$ cat config.mk
export PLATFORM = sky130hd
export DESIGN_NAME = atlas_slot_allocator_lru_flat
export DESIGN_NICKNAME = d
export VERILOG_FILES = /design/src/design/asl_pkg.sv /design/src/design/asl_if.sv /design/src/design/asl_table.sv /design/src/design/asl_cmp.sv /design/src/design/atlas_slot_allocator_lru.sv /design/src/flat_wrapper.sv
export VERILOG_INCLUDE_DIRS = /design/src /design/src/design
export SDC_FILE = /design/constraint.sdc
export NUM_CORES = 1
export LEC_CHECK = 0
export BUFFER_PORTS_ARGS = -buffer_cell sky130_fd_sc_hd__buf_4
export CAP_MARGIN = 20
export CORE_MARGIN = 2
export CORE_UTILIZATION = 40
export DETAILED_ROUTE_END_ITERATION = 10
export HOLD_SLACK_MARGIN = 0.12
export PLACE_DENSITY = 0.66
export SLEW_MARGIN = 30
export SYNTH_ARGS = -nofsm -noshare
export SYNTH_HDL_FRONTEND = slang
export SYNTH_SLANG_ARGS = --single-unit
$ cat constraint.sdc
create_clock -name i_clk -period 13.9 [get_ports i_clk]
set_input_delay 1.39 -clock i_clk [delete_from_list [all_inputs] [get_ports i_clk]]
set_output_delay 1.39 -clock i_clk [all_outputs]
set_load 0.02 [all_outputs]
$ cat src/design/atlas_slot_allocator_lru_assert.svh
// Assertion macros for the atlas slot allocator.
// Included by the top level; no other dependencies.
`ifndef ATLAS_SLOT_ALLOCATOR_LRU_ASSERT_SVH
`define ATLAS_SLOT_ALLOCATOR_LRU_ASSERT_SVH

// consequent holds in the same cycle as the antecedent
`define ASL_ASSERT_NOW(lbl, clk, rst_n, ante, cons, msg) \
    lbl: assert property (@(posedge clk) disable iff (!rst_n) (ante) |-> (cons)) \
        else $error(msg);

// consequent holds in the cycle after the antecedent
`define ASL_ASSERT_NEXT(lbl, clk, rst_n, ante, cons, msg) \
    lbl: assert property (@(posedge clk) disable iff (!rst_n) (ante) |=> (cons)) \
        else $error(msg);

`endif

$ cat src/design/asl_pkg.sv
// Shared types and constants for the atlas slot allocator.
// No dependencies.
package asl_pkg;

    localparam int OWNER_IN_W = 16;
    localparam int FRAME_W    = 32;
    localparam int SLOT_OUT_W = 4;
    localparam int CFG_IDX_W  = 8;
    localparam int CFG_DATA_W = 8;
    localparam int LIMIT_W    = 5;

    localparam logic [LIMIT_W-1:0] SLOTS_RESET = 5'd16;

    localparam logic KIND_ACQUIRE = 1'b0;
    localparam logic KIND_RELEASE = 1'b1;

    localparam logic [CFG_IDX_W-1:0] REG_ATLAS_READY  = 8'd0;
    localparam logic [CFG_IDX_W-1:0] REG_SLOTS_IN_USE = 8'd1;

    typedef enum logic [2:0] {
        STAT_HELD     = 3'd0,
        STAT_FREE     = 3'd1,
        STAT_EVICT    = 3'd2,
        STAT_NONE     = 3'd3,
        STAT_NOTREADY = 3'd4,
        STAT_RELEASED = 3'd5,
        STAT_REFUSED  = 3'd6
    } t_status;

    typedef enum logic [2:0] {
        ST_IDLE,
        ST_SCAN,
        ST_LAST,
        ST_FINISH,
        ST_EMIT
    } t_state;

    typedef struct packed {
        t_status                 status;
        logic [SLOT_OUT_W-1:0]   slot_index;
        logic                    evicted_valid;
        logic [OWNER_IN_W-1:0]   evicted_owner;
    } t_result;

    typedef struct packed {
        logic owner_hit;
        logic before_frame;
        logic below_best;
    } t_cmp;

endpackage

$ cat src/design/asl_if.sv
// Channel interfaces: request, result and register write.
// Depends on asl_pkg for field widths.
interface asl_in_if;
    logic                            valid;
    logic                            ready;
    logic                            kind;
    logic [asl_pkg::OWNER_IN_W-1:0]  owner_id;
    logic [asl_pkg::FRAME_W-1:0]     current_frame;

    modport source (output valid, kind, owner_id, current_frame, input ready);
    modport sink   (input valid, kind, owner_id, current_frame, output ready);
endinterface

interface asl_out_if;
    logic                            valid;
    logic                            ready;
    logic [2:0]                      status;
    logic [asl_pkg::SLOT_OUT_W-1:0]  slot_index;
    logic                            evicted_valid;
    logic [asl_pkg::OWNER_IN_W-1:0]  evicted_owner;

    modport source (output valid, status, slot_index, evicted_valid, evicted_owner,
                    input ready);
    modport sink   (input valid, status, slot_index, evicted_valid, evicted_owner,
                    output ready);
endinterface

interface asl_cfg_if;
    logic                            valid;
    logic                            ready;
    logic [asl_pkg::CFG_IDX_W-1:0]   index;
    logic [asl_pkg::CFG_DATA_W-1:0]  data;

    modport source (output valid, index, data, input ready);
    modport sink   (input valid, index, data, output ready);
endinterface

$ cat src/design/asl_table.sv
// Slot table memory: holder and grant stamp per slot, one write, one read port.
// Depends on asl_pkg for the stamp width.
module asl_table #(
    parameter int NUM_SLOTS  = 16,
    parameter int OWNER_BITS = 16,
    parameter int SLOT_W     = 4
) (
    input  logic                          i_clk,
    input  logic                          i_we,
    input  logic [SLOT_W-1:0]             i_waddr,
    input  logic [OWNER_BITS-1:0]         i_wholder,
    input  logic [asl_pkg::FRAME_W-1:0]   i_wstamp,
    input  logic [SLOT_W-1:0]             i_raddr,
    output logic [OWNER_BITS-1:0]         o_rholder,
    output logic [asl_pkg::FRAME_W-1:0]   o_rstamp
);

    logic [OWNER_BITS-1:0]       r_holder [NUM_SLOTS];
    logic [asl_pkg::FRAME_W-1:0] r_stamp  [NUM_SLOTS];
    logic [OWNER_BITS-1:0]       r_rholder;
    logic [asl_pkg::FRAME_W-1:0] r_rstamp;

    always_ff @(posedge i_clk) begin
        if (i_we) begin
            r_holder[i_waddr] <= i_wholder;
            r_stamp[i_waddr]  <= i_wstamp;
        end
        r_rholder <= r_holder[i_raddr];
        r_rstamp  <= r_stamp[i_raddr];
    end

    assign o_rholder = r_rholder;
    assign o_rstamp  = r_rstamp;

endmodule

$ cat src/design/asl_cmp.sv
// Shared compare unit: owner match and stamp age tests for one slot per cycle.
// Depends on asl_pkg for t_cmp and the stamp width.
module asl_cmp #(
    parameter int OWNER_BITS = 16
) (
    input  logic [OWNER_BITS-1:0]         i_holder,
    input  logic [OWNER_BITS-1:0]         i_owner,
    input  logic [asl_pkg::FRAME_W-1:0]   i_stamp,
    input  logic [asl_pkg::FRAME_W-1:0]   i_frame,
    input  logic [asl_pkg::FRAME_W-1:0]   i_best_stamp,
    output asl_pkg::t_cmp                 o_cmp
);

    always_comb begin
        o_cmp.owner_hit    = (i_holder == i_owner);
        o_cmp.before_frame = (i_stamp < i_frame);
        o_cmp.below_best   = (i_stamp < i_best_stamp);
    end

endmodule

$ cat src/design/atlas_slot_allocator_lru.sv
// Atlas slot allocator with least-recently-granted eviction: sequencer and top level.
// Depends on asl_pkg, asl_if, asl_table, asl_cmp and the assertion macro header.
//
//  channel  | dir | beat content
//  ---------+-----+-------------------------------------------------------
//  i_in     | in  | kind, owner_id, current_frame
//  o_out    | out | status, slot_index, evicted_valid, evicted_owner
//  i_cfg    | in  | index, data (register write)
//
// A request is taken only in idle; the table scan then reads and compares one slot per
// cycle, followed by the last, finish and result states. A request with the atlas not
// ready goes straight to the result state. Reset is synchronous and clears every slot
// to free. A result waits in the output register while the next request is taken;
// a second result waits until that register drains.
`include "atlas_slot_allocator_lru_assert.svh"

module atlas_slot_allocator_lru #(
    parameter int NUM_SLOTS  = 16,
    parameter int OWNER_BITS = 16
) (
    input  logic       i_clk,
    input  logic       i_rst_n,
    asl_in_if.sink     i_in,
    asl_out_if.source  o_out,
    asl_cfg_if.sink    i_cfg
);

    localparam int SLOT_W = (NUM_SLOTS > 1) ? $clog2(NUM_SLOTS) : 1;

    asl_pkg::t_state                 r_state;
    asl_pkg::t_state                 n_state;

    logic                            r_atlas_ready;
    logic [asl_pkg::LIMIT_W-1:0]     r_slots_in_use;
    logic [NUM_SLOTS-1:0]            r_busy;

    logic                            r_kind;
    logic [OWNER_BITS-1:0]           r_owner;
    logic [asl_pkg::FRAME_W-1:0]     r_frame;

    logic [SLOT_W-1:0]               r_idx;
    logic                            r_chk_vld;
    logic [SLOT_W-1:0]               r_chk_idx;

    logic                            r_held_f;
    logic [SLOT_W-1:0]               r_held_i;
    logic                            r_free_f;
    logic [SLOT_W-1:0]               r_free_i;
    logic                            r_old_f;
    logic [SLOT_W-1:0]               r_old_i;
    logic [asl_pkg::FRAME_W-1:0]     r_old_stamp;
    logic [OWNER_BITS-1:0]           r_old_owner;

    asl_pkg::t_result                r_res;
    asl_pkg::t_result                n_res;
    logic                            r_ovld;
    asl_pkg::t_result                r_out;

    logic                            in_acc;
    logic                            cfg_acc;
    logic                            out_free;
    logic                            grant;
    logic [SLOT_W-1:0]               grant_i;
    logic                            in_lim;
    logic                            chk_busy;

    logic [OWNER_BITS-1:0]           rd_holder;
    logic [asl_pkg::FRAME_W-1:0]     rd_stamp;
    asl_pkg::t_cmp                   cmp;

    asl_table #(
        .NUM_SLOTS  (NUM_SLOTS),
        .OWNER_BITS (OWNER_BITS),
        .SLOT_W     (SLOT_W)
    ) u_table (
        .i_clk     (i_clk),
        .i_we      (r_state == asl_pkg::ST_FINISH && grant),
        .i_waddr   (grant_i),
        .i_wholder (r_owner),
        .i_wstamp  (r_frame),
        .i_raddr   (r_idx),
        .o_rholder (rd_holder),
        .o_rstamp  (rd_stamp)
    );

    asl_cmp #(
        .OWNER_BITS (OWNER_BITS)
    ) u_cmp (
        .i_holder     (rd_holder),
        .i_owner      (r_owner),
        .i_stamp      (rd_stamp),
        .i_frame      (r_frame),
        .i_best_stamp (r_old_stamp),
        .o_cmp        (cmp)
    );

    assign in_acc    = i_in.valid && i_in.ready;
    assign cfg_acc   = i_cfg.valid && i_cfg.ready;
    assign out_free  = !r_ovld || o_out.ready;
    assign chk_busy  = r_busy[r_chk_idx];
    assign in_lim    = int'(r_chk_idx) < int'(r_slots_in_use);
    assign i_cfg.ready = 1'b1;

    always_ff @(posedge i_clk) begin
        if (!i_rst_n) begin
            r_state <= asl_pkg::ST_IDLE;
        end else begin
            r_state <= n_state;
        end
    end

    always_comb begin
        n_state    = r_state;
        i_in.ready = 1'b0;
        grant      = 1'b0;
        grant_i    = r_free_i;
        n_res      = r_res;
        unique case (r_state)
            asl_pkg::ST_IDLE: begin
                i_in.ready = 1'b1;
                if (i_in.valid) begin
                    n_state = r_atlas_ready ? asl_pkg::ST_SCAN : asl_pkg::ST_EMIT;
                end
            end
            asl_pkg::ST_SCAN: begin
                if (r_idx == SLOT_W'(NUM_SLOTS - 1)) begin
                    n_state = asl_pkg::ST_LAST;
                end
            end
            asl_pkg::ST_LAST: begin
                n_state = asl_pkg::ST_FINISH;
            end
            asl_pkg::ST_FINISH: begin
                n_state                = asl_pkg::ST_EMIT;
                n_res.slot_index       = '0;
                n_res.evicted_valid    = 1'b0;
                n_res.evicted_owner    = '0;
                if (r_kind == asl_pkg::KIND_RELEASE) begin
                    if (r_held_f) begin
                        n_res.status     = asl_pkg::STAT_RELEASED;
                        n_res.slot_index = asl_pkg::SLOT_OUT_W'(r_held_i);
                    end else begin
                        n_res.status     = asl_pkg::STAT_REFUSED;
                    end
                end else if (r_held_f) begin
                    n_res.status     = asl_pkg::STAT_HELD;
                    n_res.slot_index = asl_pkg::SLOT_OUT_W'(r_held_i);
                end else if (r_free_f) begin
                    grant            = 1'b1;
                    n_res.status     = asl_pkg::STAT_FREE;
                    n_res.slot_index = asl_pkg::SLOT_OUT_W'(r_free_i);
                end else if (r_old_f) begin
                    grant               = 1'b1;
                    grant_i             = r_old_i;
                    n_res.status        = asl_pkg::STAT_EVICT;
                    n_res.slot_index    = asl_pkg::SLOT_OUT_W'(r_old_i);
                    n_res.evicted_valid = 1'b1;
                    n_res.evicted_owner = asl_pkg::OWNER_IN_W'(r_old_owner);
                end else begin
                    n_res.status     = asl_pkg::STAT_NONE;
                end
            end
            asl_pkg::ST_EMIT: begin
                if (out_free) begin
                    n_state = asl_pkg::ST_IDLE;
                end
            end
            default: begin
                n_state = asl_pkg::ST_IDLE;
            end
        endcase
    end

    // configuration, slot busy bits and output valid
    always_ff @(posedge i_clk) begin
        if (!i_rst_n) begin
            r_atlas_ready  <= 1'b0;
            r_slots_in_use <= asl_pkg::SLOTS_RESET;
            r_busy         <= '0;
            r_ovld         <= 1'b0;
        end else begin
            if (cfg_acc) begin
                unique case (i_cfg.index)
                    asl_pkg::REG_ATLAS_READY: begin
                        r_atlas_ready <= i_cfg.data[0];
                    end
                    asl_pkg::REG_SLOTS_IN_USE: begin
                        r_slots_in_use <= i_cfg.data[asl_pkg::LIMIT_W-1:0];
                    end
                    default: begin
                    end
                endcase
            end
            if (r_state == asl_pkg::ST_FINISH) begin
                if (grant) begin
                    r_busy[grant_i] <= 1'b1;
                end
                if (r_kind == asl_pkg::KIND_RELEASE && r_held_f) begin
                    r_busy[r_held_i] <= 1'b0;
                end
            end
            if (r_state == asl_pkg::ST_EMIT && out_free) begin
                r_ovld <= 1'b1;
            end else if (o_out.ready) begin
                r_ovld <= 1'b0;
            end
        end
    end

    // request capture, scan pipeline and result payload
    always_ff @(posedge i_clk) begin
        r_chk_vld <= (r_state == asl_pkg::ST_SCAN);
        r_chk_idx <= r_idx;
        if (in_acc) begin
            r_kind   <= i_in.kind;
            r_owner  <= OWNER_BITS'(i_in.owner_id);
            r_frame  <= i_in.current_frame;
            r_idx    <= '0;
            r_held_f <= 1'b0;
            r_free_f <= 1'b0;
            r_old_f  <= 1'b0;
            r_res.status        <= asl_pkg::STAT_NOTREADY;
            r_res.slot_index    <= '0;
            r_res.evicted_valid <= 1'b0;
            r_res.evicted_owner <= '0;
        end else begin
            if (r_state == asl_pkg::ST_SCAN) begin
                r_idx <= r_idx + 1'b1;
            end
            if (r_state == asl_pkg::ST_FINISH) begin
                r_res <= n_res;
            end
        end
        if (r_chk_vld) begin
            if (chk_busy && cmp.owner_hit && !r_held_f) begin
                r_held_f <= 1'b1;
                r_held_i <= r_chk_idx;
            end
            if (in_lim && !chk_busy && !r_free_f) begin
                r_free_f <= 1'b1;
                r_free_i <= r_chk_idx;
            end
            if (in_lim && chk_busy && !r_free_f && cmp.before_frame
                    && (!r_old_f || cmp.below_best)) begin
                r_old_f     <= 1'b1;
                r_old_i     <= r_chk_idx;
                r_old_stamp <= rd_stamp;
                r_old_owner <= rd_holder;
            end
        end
        if (r_state == asl_pkg::ST_EMIT && out_free) begin
            r_out <= r_res;
        end
    end

    assign o_out.valid         = r_ovld;
    assign o_out.status        = r_out.status;
    assign o_out.slot_index    = r_out.slot_index;
    assign o_out.evicted_valid = r_out.evicted_valid;
    assign o_out.evicted_owner = r_out.evicted_owner;

    `ASL_ASSERT_NEXT(a_notready_fast, i_clk, i_rst_n, in_acc && !r_atlas_ready, r_state == asl_pkg::ST_EMIT, "request with atlas not ready did not go straight to result")
    `ASL_ASSERT_NEXT(a_grant_marks_busy, i_clk, i_rst_n, r_state == asl_pkg::ST_FINISH && grant, r_busy[$past(grant_i)], "granted slot not marked busy")
    `ASL_ASSERT_NOW(a_evict_flag, i_clk, i_rst_n, o_out.valid, o_out.evicted_valid == (o_out.status == asl_pkg::STAT_EVICT), "evicted flag disagrees with status")
    `ASL_ASSERT_NOW(a_scan_busy, i_clk, i_rst_n, r_state != asl_pkg::ST_IDLE, !in_acc, "request accepted during scan")

endmodule
$ cat src/flat_wrapper.sv
// flat-port wrapper written by rule: the top's interface ports become plain ports
module atlas_slot_allocator_lru_flat 
#(
    parameter int NUM_SLOTS  = 16,
    parameter int OWNER_BITS = 16
)
  (i_clk, i_rst_n, i_in_valid, i_in_kind, i_in_owner_id, i_in_current_frame, i_in_ready, o_out_valid, o_out_status, o_out_slot_index, o_out_evicted_valid, o_out_evicted_owner, o_out_ready, i_cfg_valid, i_cfg_index, i_cfg_data, i_cfg_ready);
  asl_in_if i_in_i ();
  asl_out_if o_out_i ();
  asl_cfg_if i_cfg_i ();
  input  logic i_clk;
  input  logic i_rst_n;
  input wire logic [$bits(i_in_i.valid)-1:0] i_in_valid;
  input wire logic [$bits(i_in_i.kind)-1:0] i_in_kind;
  input wire logic [$bits(i_in_i.owner_id)-1:0] i_in_owner_id;
  input wire logic [$bits(i_in_i.current_frame)-1:0] i_in_current_frame;
  output wire logic [$bits(i_in_i.ready)-1:0] i_in_ready;
  output wire logic [$bits(o_out_i.valid)-1:0] o_out_valid;
  output wire logic [$bits(o_out_i.status)-1:0] o_out_status;
  output wire logic [$bits(o_out_i.slot_index)-1:0] o_out_slot_index;
  output wire logic [$bits(o_out_i.evicted_valid)-1:0] o_out_evicted_valid;
  output wire logic [$bits(o_out_i.evicted_owner)-1:0] o_out_evicted_owner;
  input wire logic [$bits(o_out_i.ready)-1:0] o_out_ready;
  input wire logic [$bits(i_cfg_i.valid)-1:0] i_cfg_valid;
  input wire logic [$bits(i_cfg_i.index)-1:0] i_cfg_index;
  input wire logic [$bits(i_cfg_i.data)-1:0] i_cfg_data;
  output wire logic [$bits(i_cfg_i.ready)-1:0] i_cfg_ready;
  assign i_in_i.valid = i_in_valid;
  assign i_in_i.kind = i_in_kind;
  assign i_in_i.owner_id = i_in_owner_id;
  assign i_in_i.current_frame = i_in_current_frame;
  assign i_in_ready = i_in_i.ready;
  assign o_out_valid = o_out_i.valid;
  assign o_out_status = o_out_i.status;
  assign o_out_slot_index = o_out_i.slot_index;
  assign o_out_evicted_valid = o_out_i.evicted_valid;
  assign o_out_evicted_owner = o_out_i.evicted_owner;
  assign o_out_i.ready = o_out_ready;
  assign i_cfg_i.valid = i_cfg_valid;
  assign i_cfg_i.index = i_cfg_index;
  assign i_cfg_i.data = i_cfg_data;
  assign i_cfg_ready = i_cfg_i.ready;
  atlas_slot_allocator_lru #(.NUM_SLOTS(NUM_SLOTS), .OWNER_BITS(OWNER_BITS)) u_core (.i_clk(i_clk), .i_rst_n(i_rst_n), .i_in(i_in_i), .o_out(o_out_i), .i_cfg(i_cfg_i));
endmodule
# Yosys cells after proc, flatten, opt, wreduce, memory -nomap -nowiden
# Memory sizes are Yosys's and may differ from the RTL's. A register that Yosys moved wholly into a read port is not among the register bits.
# Cells that the tools add are included.
[word_totals] mem_bits_rw=768 reg_bits=195 memories=2 output_inout_bits=27 input_bits=70
[classes] bitwise=3 order_cmp=8 n_mux=49 n_addsub=1 n_reduce_logical=30 eq_ne=10
[memory_table] name="u_core.u_table.r_stamp" depth=16 width=32 rd=1 rd_ports_with_merged_regs=1 write_ports=1 line_no="asl_table.sv:19" source="logic [asl_pkg::FRAME_W-1:0] r_stamp [NUM_SLOTS];"
[memory_table] name="u_core.u_table.r_holder" depth=16 width=16 rd=1 rd_ports_with_merged_regs=1 write_ports=1 line_no="asl_table.sv:18" source="logic [OWNER_BITS-1:0] r_holder [NUM_SLOTS];"
[ops] cell="< comparator 32 bit" n=2
[ops] cell="two-way mux 16 bit" n=4
[ops] cell="two-way mux 17 bit" n=3
[ops] cell="two-way mux 4 bit" n=6
[ops] cell="two-way mux 1 bit" n=23
[ops] cell="two-way mux 21 bit" n=1
[ops] cell="two-way mux 7 bit" n=3
[ops] cell="AND 16 bit" n=1
[ops] cell="equality test 16 bit" n=1
[ops] cell="NOT 16 bit" n=1
[ops] cell="bitwise OR 16 bit" n=1
[ops] cell="< comparator 4 x 5 -> 1 bit, second input constant" n=3
[ops] cell="case mux 3 bit (5 select lines)" n=1
[ops] cell="logical AND 1 bit" n=14
[ops] cell="two-way mux 3 bit" n=4
[ops] cell="AND reduction 2 bit" n=5
[ops] cell="demux 1 bit (select 4 bit)" n=2
[ops] cell="equality test 8 x 1 -> 1 bit, second input constant" n=1
[ops] cell="greater-or-equal comparator 4 x 1 -> 1 bit, second input constant" n=2
[ops] cell="logical NOT 8 bit" n=1
[ops] cell="equality test 3 x 2 -> 1 bit, second input constant" n=2
[ops] cell="logical NOT 1 bit" n=5
[ops] cell="< comparator 4 x 5 -> 1 bit" n=1
[ops] cell="adder 4 x 1 -> 4 bit, second input constant" n=1
[ops] cell="other kinds (11)" n=13

# Longest topological paths before layout
[logic_depth] ltp_word=15 ltp_mapped=8 depth_no_buf=8

# Modules after synthesis
# Synthesis repeated with hierarchy kept, for this count alone.
[unflattened] hier_cells=1930 area_unflattened_um2=38308.0
[modules_own_cells] mod="asl_table" seq_area_each_um2=24023.0 cells_each=1242 area_per_inst_um2=29694.7 instances=1
[modules_own_cells] mod="atlas_slot_allocator_lru" seq_area_each_um2=5235.0 cells_each=448 area_per_inst_um2=6845.3 instances=1
[modules_own_cells] mod="asl_cmp" seq_area_each_um2=0.0 cells_each=240 area_per_inst_um2=1767.9 instances=1

# Worst setup path before layout
# OpenSTA, ideal clock, no wires.
[synth_path] kind="reg2reg" startpoint="register u_core.r_frame[10] (netlist bit)" endpoint="register u_core.r_old_i[0], enable pin" stages_incl_launch_ff=9 path_slack_ns=9.390 n_path_buf=0 t_required_ns=13.438 t_arrival_ns=4.048 setup_ns=0.462 path_cell_list="edfxtp_1 inv_1 ha_1 a21oi_1 nand2_1 a221oi_1 o31ai_1 or4_4 nor2_1"
[synth_via] elab_chain_len=4
[synth_rtl] element="from (decl)" line_no="atlas_slot_allocator_lru.sv:39" source="logic [asl_pkg::FRAME_W-1:0] r_frame;"
[synth_rtl] element="from (signal assigned)" line_no="atlas_slot_allocator_lru.sv:217" source="r_frame <= i_in.current_frame;"
[synth_rtl] element="< comparator 32 bit" line_no="asl_cmp.sv:16" source="o_cmp.before_frame = (i_stamp < i_frame);"
[synth_rtl] element="logical AND 1 bit" line_no="atlas_slot_allocator_lru.sv:243" source="if (in_lim && chk_busy && !r_free_f && cmp.before_frame"
[synth_rtl] element="logical AND 1 bit" line_no="atlas_slot_allocator_lru.sv:244" source="&& (!r_old_f || cmp.below_best)) begin"
[synth_rtl] element="AND reduction 2 bit (no line)"
[synth_rtl] element="to (signal assigned)" line_no="atlas_slot_allocator_lru.sv:246" source="r_old_i <= r_chk_idx;"
[synth_rtl] element="to (decl)" line_no="atlas_slot_allocator_lru.sv:50" source="logic [SLOT_W-1:0] r_old_i;"
# Every way passes these cells.
# A chain may end at the register's enable or synchronous reset.

# Worst setup path after layout
[layout_path] startpoint="register u_core.r_frame[7] (netlist bit)" endpoint="register u_core.r_old_stamp[3] (netlist bit), enable pin"
[layout_via] elab_chain_len=4
[layout_rtl] element="< comparator 32 bit" line_no="asl_cmp.sv:16"
[layout_rtl] element="logical AND 1 bit" line_no="atlas_slot_allocator_lru.sv:243"
[layout_rtl] element="logical AND 1 bit" line_no="atlas_slot_allocator_lru.sv:244"
[layout_rtl] element="AND reduction 2 bit (no line)"
[layout_rtl] element="to (signal assigned)" line_no="atlas_slot_allocator_lru.sv:247" source="r_old_stamp <= rd_stamp;"
[layout_rtl] element="to (decl)" line_no="atlas_slot_allocator_lru.sv:51" source="logic [asl_pkg::FRAME_W-1:0] r_old_stamp;"
# Every way passes these cells.

==> results.json <==
{
  "routed_wl_um": 80300,
  "r2r_cells": 9,
  "multi_input_area_um2": 8480,
  "synth-edff-count": 901,
  "r2r-end": "u_core.r_old_stamp[3]",
  "clockBufferDepth": 3,
  "dieWidth_um": 313,
  "busiest_layer": "met2",
  "fmax_mhz": 235,
  "clk_latency_ns": 0.65,
  "setup_viol": 0,
  "cp.arrival_ns": 4.53,
  "async_flop_share_pct": 0,
  "yosys.area.top_type": "edfxtp_1",
  "r2r_slack_ns": 9.65,
  "cp_max_fo": 32,
  "avgSynthCellArea_um2": 21.4,
  "worst_pin_slew_ns": 0.974,
  "root_buffer": "clkbuf_16",
  "io_buffers": 92,
  "synthesis.area_um2": 38300,
  "hold-path-endpoint": "u_core.o_out.evicted_owner[0]",
  "cts-resized-gates": 0,
  "ys_seq_area_share_pct": 76.4,
  "ant_nets": 0,
  "cts-hold-fix-buffers": 0,
  "min_path_type": "register to register",
  "grt_usage_pct": 16.5,
  "cts_tree": "yes",
  "slew_headroom_pct": 34.2,
  "max-cap-violations": 0,
  "drive_above_1_share_pct": 27.5,
  "fin_tns_setup_ns": 0,
  "dieArea_um2": 98200,
  "wl_per_cell_um": 24.4,
  "leakagePower_nw": 14.0,
  "gr-total-overflow": 0,
  "ys_ff_latch": 1011,
  "grt_pass1_vias": 18681,
  "final_area_um2": 43900,
  "final_max_slew_viol_count": 0,
  "drc": 0,
  "hold_path_depth": 0,
  "vias": 17769,
  "grt_pass1_wl_um": 120000,
  "grtUsageMet1_pct": 22.2,
  "cts_max_level": 3,
  "viasPerCell": 5.41,
  "final.setup_skew_ns": 0.0203,
  "fin_nets": 2073,
  "cts_buffers": 96,
  "place_congestion": 0.804,
  "yosysTopAreaCellShare_pct": 70.7,
  "cts.sinks": 1011,
  "hp-start": "u_core.r_res[0]",
  "dr.pass1.iters": 5,
  "drt_iter0_markers": 1599,
  "synth-main-ff-cell": "edfxtp_1",
  "start_util_pct": 40.3,
  "coreArea_um2": 94900,
  "clkTransAtPathRegs_ns": 0.06,
  "end_kind": "register",
  "use_met3_pct": 2.85,
  "status": "complete, no violations",
  "reg2reg_from": "u_core.r_frame[7]",
  "yosysWarnings": 0,
  "crit_path_start_kind": "register",
  "grtUsageMet2_pct": 27.6,
  "antenna_found_initial": 3,
  "min_period_ns": 4.25,
  "syn_inst": 1791,
  "final-seq-area_um2": 29300,
  "grt_setup_unrepaired": "false",
  "n_fill_cell": 7741,
  "place_inst": 3104,
  "hpwl_um": 41600,
  "timing.hold.ws_ns": 0.428,
  "grt_start_max_net_pins": 72,
  "final.period_utilization_pct": 30.6,
  "fp.dieH_um": 313,
  "crit_required_ns": 14.18,
  "cts_setup_buffers": 0,
  "critPathKind": "register to register",
  "synth_nets": 1927,
  "placed_cell_area_um2": 40600,
  "synth_cell_types": 59,
  "area_growth_pct": 14.6,
  "hold_viol": 0,
  "instances_no_fill": 3285,
  "power_density_nw_per_um2": 138,
  "ys_top_cells_by_area": "edfxtp_1, mux4_2, dfxtp_1",
  "fp-row-count": 113,
  "vdd_drop_max_v": 0.000118,
  "num_io_pins": 97
}
[stage by stage]
step,total power [W],setup slack [ns],utilization (%)
global placement,0.00349,9.24,42.7
finish,0.00606,9.65,46.2
CTS,0.00612,9.49,46.2
global route,0.00624,9.32,46.2
detailed placement,0.00349,9.46,42.8
floorplan,0.00344,9.39,-
[state kept, by name, indices dropped and copies added (netlist names), 3 cells and up]
| signal | count |
|---|---|
| u_core.u_table.r_stamp | 512 |
| u_core.u_table.r_holder | 256 |
| u_core.r_frame | 32 |
| u_core.r_old_stamp | 32 |
| u_core.u_table.o_rstamp | 32 |
| u_core.r_res | 24 |
| u_core.o_out.evicted_owner | 16 |
| u_core.r_busy | 16 |
| u_core.r_old_owner | 16 |
| u_core.r_owner | 16 |
| u_core.u_table.o_rholder | 16 |
| u_core.r_slots_in_use | 5 |
| u_core.o_out.slot_index | 4 |
| u_core.r_chk_idx | 4 |
| u_core.r_free_i | 4 |
| u_core.r_held_i | 4 |
| u_core.r_idx | 4 |
| u_core.r_old_i | 4 |
| u_core.o_out.status | 3 |
| u_core.r_state | 3 |
[layer usage]
| metal | vias to the layer above | routed length (µm) | part of all wire, % |
|---|---|---|---|
| met1 | 9456 | 33400 | 42 |
| li1 | 7664 | - | - |
| met2 | 538 | 40700 | 51 |
| met4 | 2 | 1590 | 2.0 |
| met5 | - | 9 | 0.011 |
| met3 | 109 | 4670 | 5.8 |
[cells in the mapped netlist (14+ instances only)]
| cell | number |
|---|---|
| a21oi_1 | 28 |
| a22oi_1 | 18 |
| buf_4 | 14 |
| clkbuf_1 | 34 |
| dfxtp_1 | 110 |
| edfxtp_1 | 901 |
| ha_1 | 66 |
| inv_1 | 70 |
| mux4_2 | 241 |
| nand2_1 | 36 |
| nand3_1 | 14 |
| nor2_1 | 58 |
| o221a_2 | 15 |
[critical path, cell delays in order (launching register included)]
cell,delay (ns)
edfxtp_1,0.63
inv_1,0.09
ha_1,0.32
a21oi_1,0.15
o21ai_0,0.17
a221oi_1,0.59
o31ai_1,0.24
or4_4,0.49
nor2_4,0.61
buf_4,0.56
[area by class of cell]
type,count,area share (%)
Multi-Input combinational cell,634,19.3
Timing Repair Buffer,123,2.36
Tap cell,1265,3.61
Antenna cell,1,0.00570
Inverter,71,0.613
Sequential cell,1011,66.7
Clock buffer,139,6.47
Clock inverter,41,0.887
[report_power, final]
| group | internal, W | switching, W |
|---|---|---|
| clock | 0.00155 | 0.00109 |
| sequential | 0.00332 | 0.0000403 |
| combinational | 0.0000265 | 0.0000350 |
| total | 0.00490 | 0.00117 |
[logic make-up after synthesis]
family | share of synthesized area [%]
flops | 76.4
mux | 14.7
simple gates | 2.42
buf+inv | 1.74
compound gates | 2.06
fa+ha+maj | 2.16
xor+xnor | 0.435
other cells | 0.00980
[worst max-delay path by stage]
| stage | start | endpoint | slack [ns] |
|---|---|---|---|
| after detailed placement | u_core.r_idx[0] | u_core.u_table.o_rstamp[8] | 9.46 |
| final | u_core.r_frame[7] | u_core.r_old_stamp[3] | 9.65 |
| after floorplan | u_core.r_frame[10] | u_core.r_old_i[0] | 9.39 |
| after CTS | u_core.r_idx[0] | u_core.u_table.o_rstamp[8] | 9.49 |
| after global placement | u_core.r_idx[0] | u_core.u_table.o_rstamp[1] | 9.24 |
| after global routing | u_core.r_frame[7] | u_core.r_old_stamp[1] | 9.32 |
[layout by cell type, fill, tap and decap left out, types with 5 or more instances in the layout]
master     synthesis  routed
a21o_1             5       5
a21oi_1           28      28
a22oi_1           18      18
and4_1             5       5
buf_4             14     106
buf_6              7      13
bufinv_16          0       7
clkbuf_1          34      21
clkbuf_16          0     101
clkbuf_8           0      17
clkinv_1           0      12
clkinv_2           0      16
dfxtp_1          110     106
edfxtp_1         901     901
ha_1              66      66
inv_1             70      70
mux2i_1           10      10
mux4_2           241     241
nand2_1           36      36
nand2b_1           9       9
nand3_1           14      14
nand3b_1           5       5
nand4_1           13      13
nor2_1            58      41
nor2_4             0      17
nor2b_1            5       5
nor3_1            13      13
nor3b_1            5       5
nor4_1             5       5
o21ai_0           12      12
o221a_2           15      15
xnor2_1           13      13
xor2_1             6       6
Note: power is estimated with default switching activity, not from simulation.
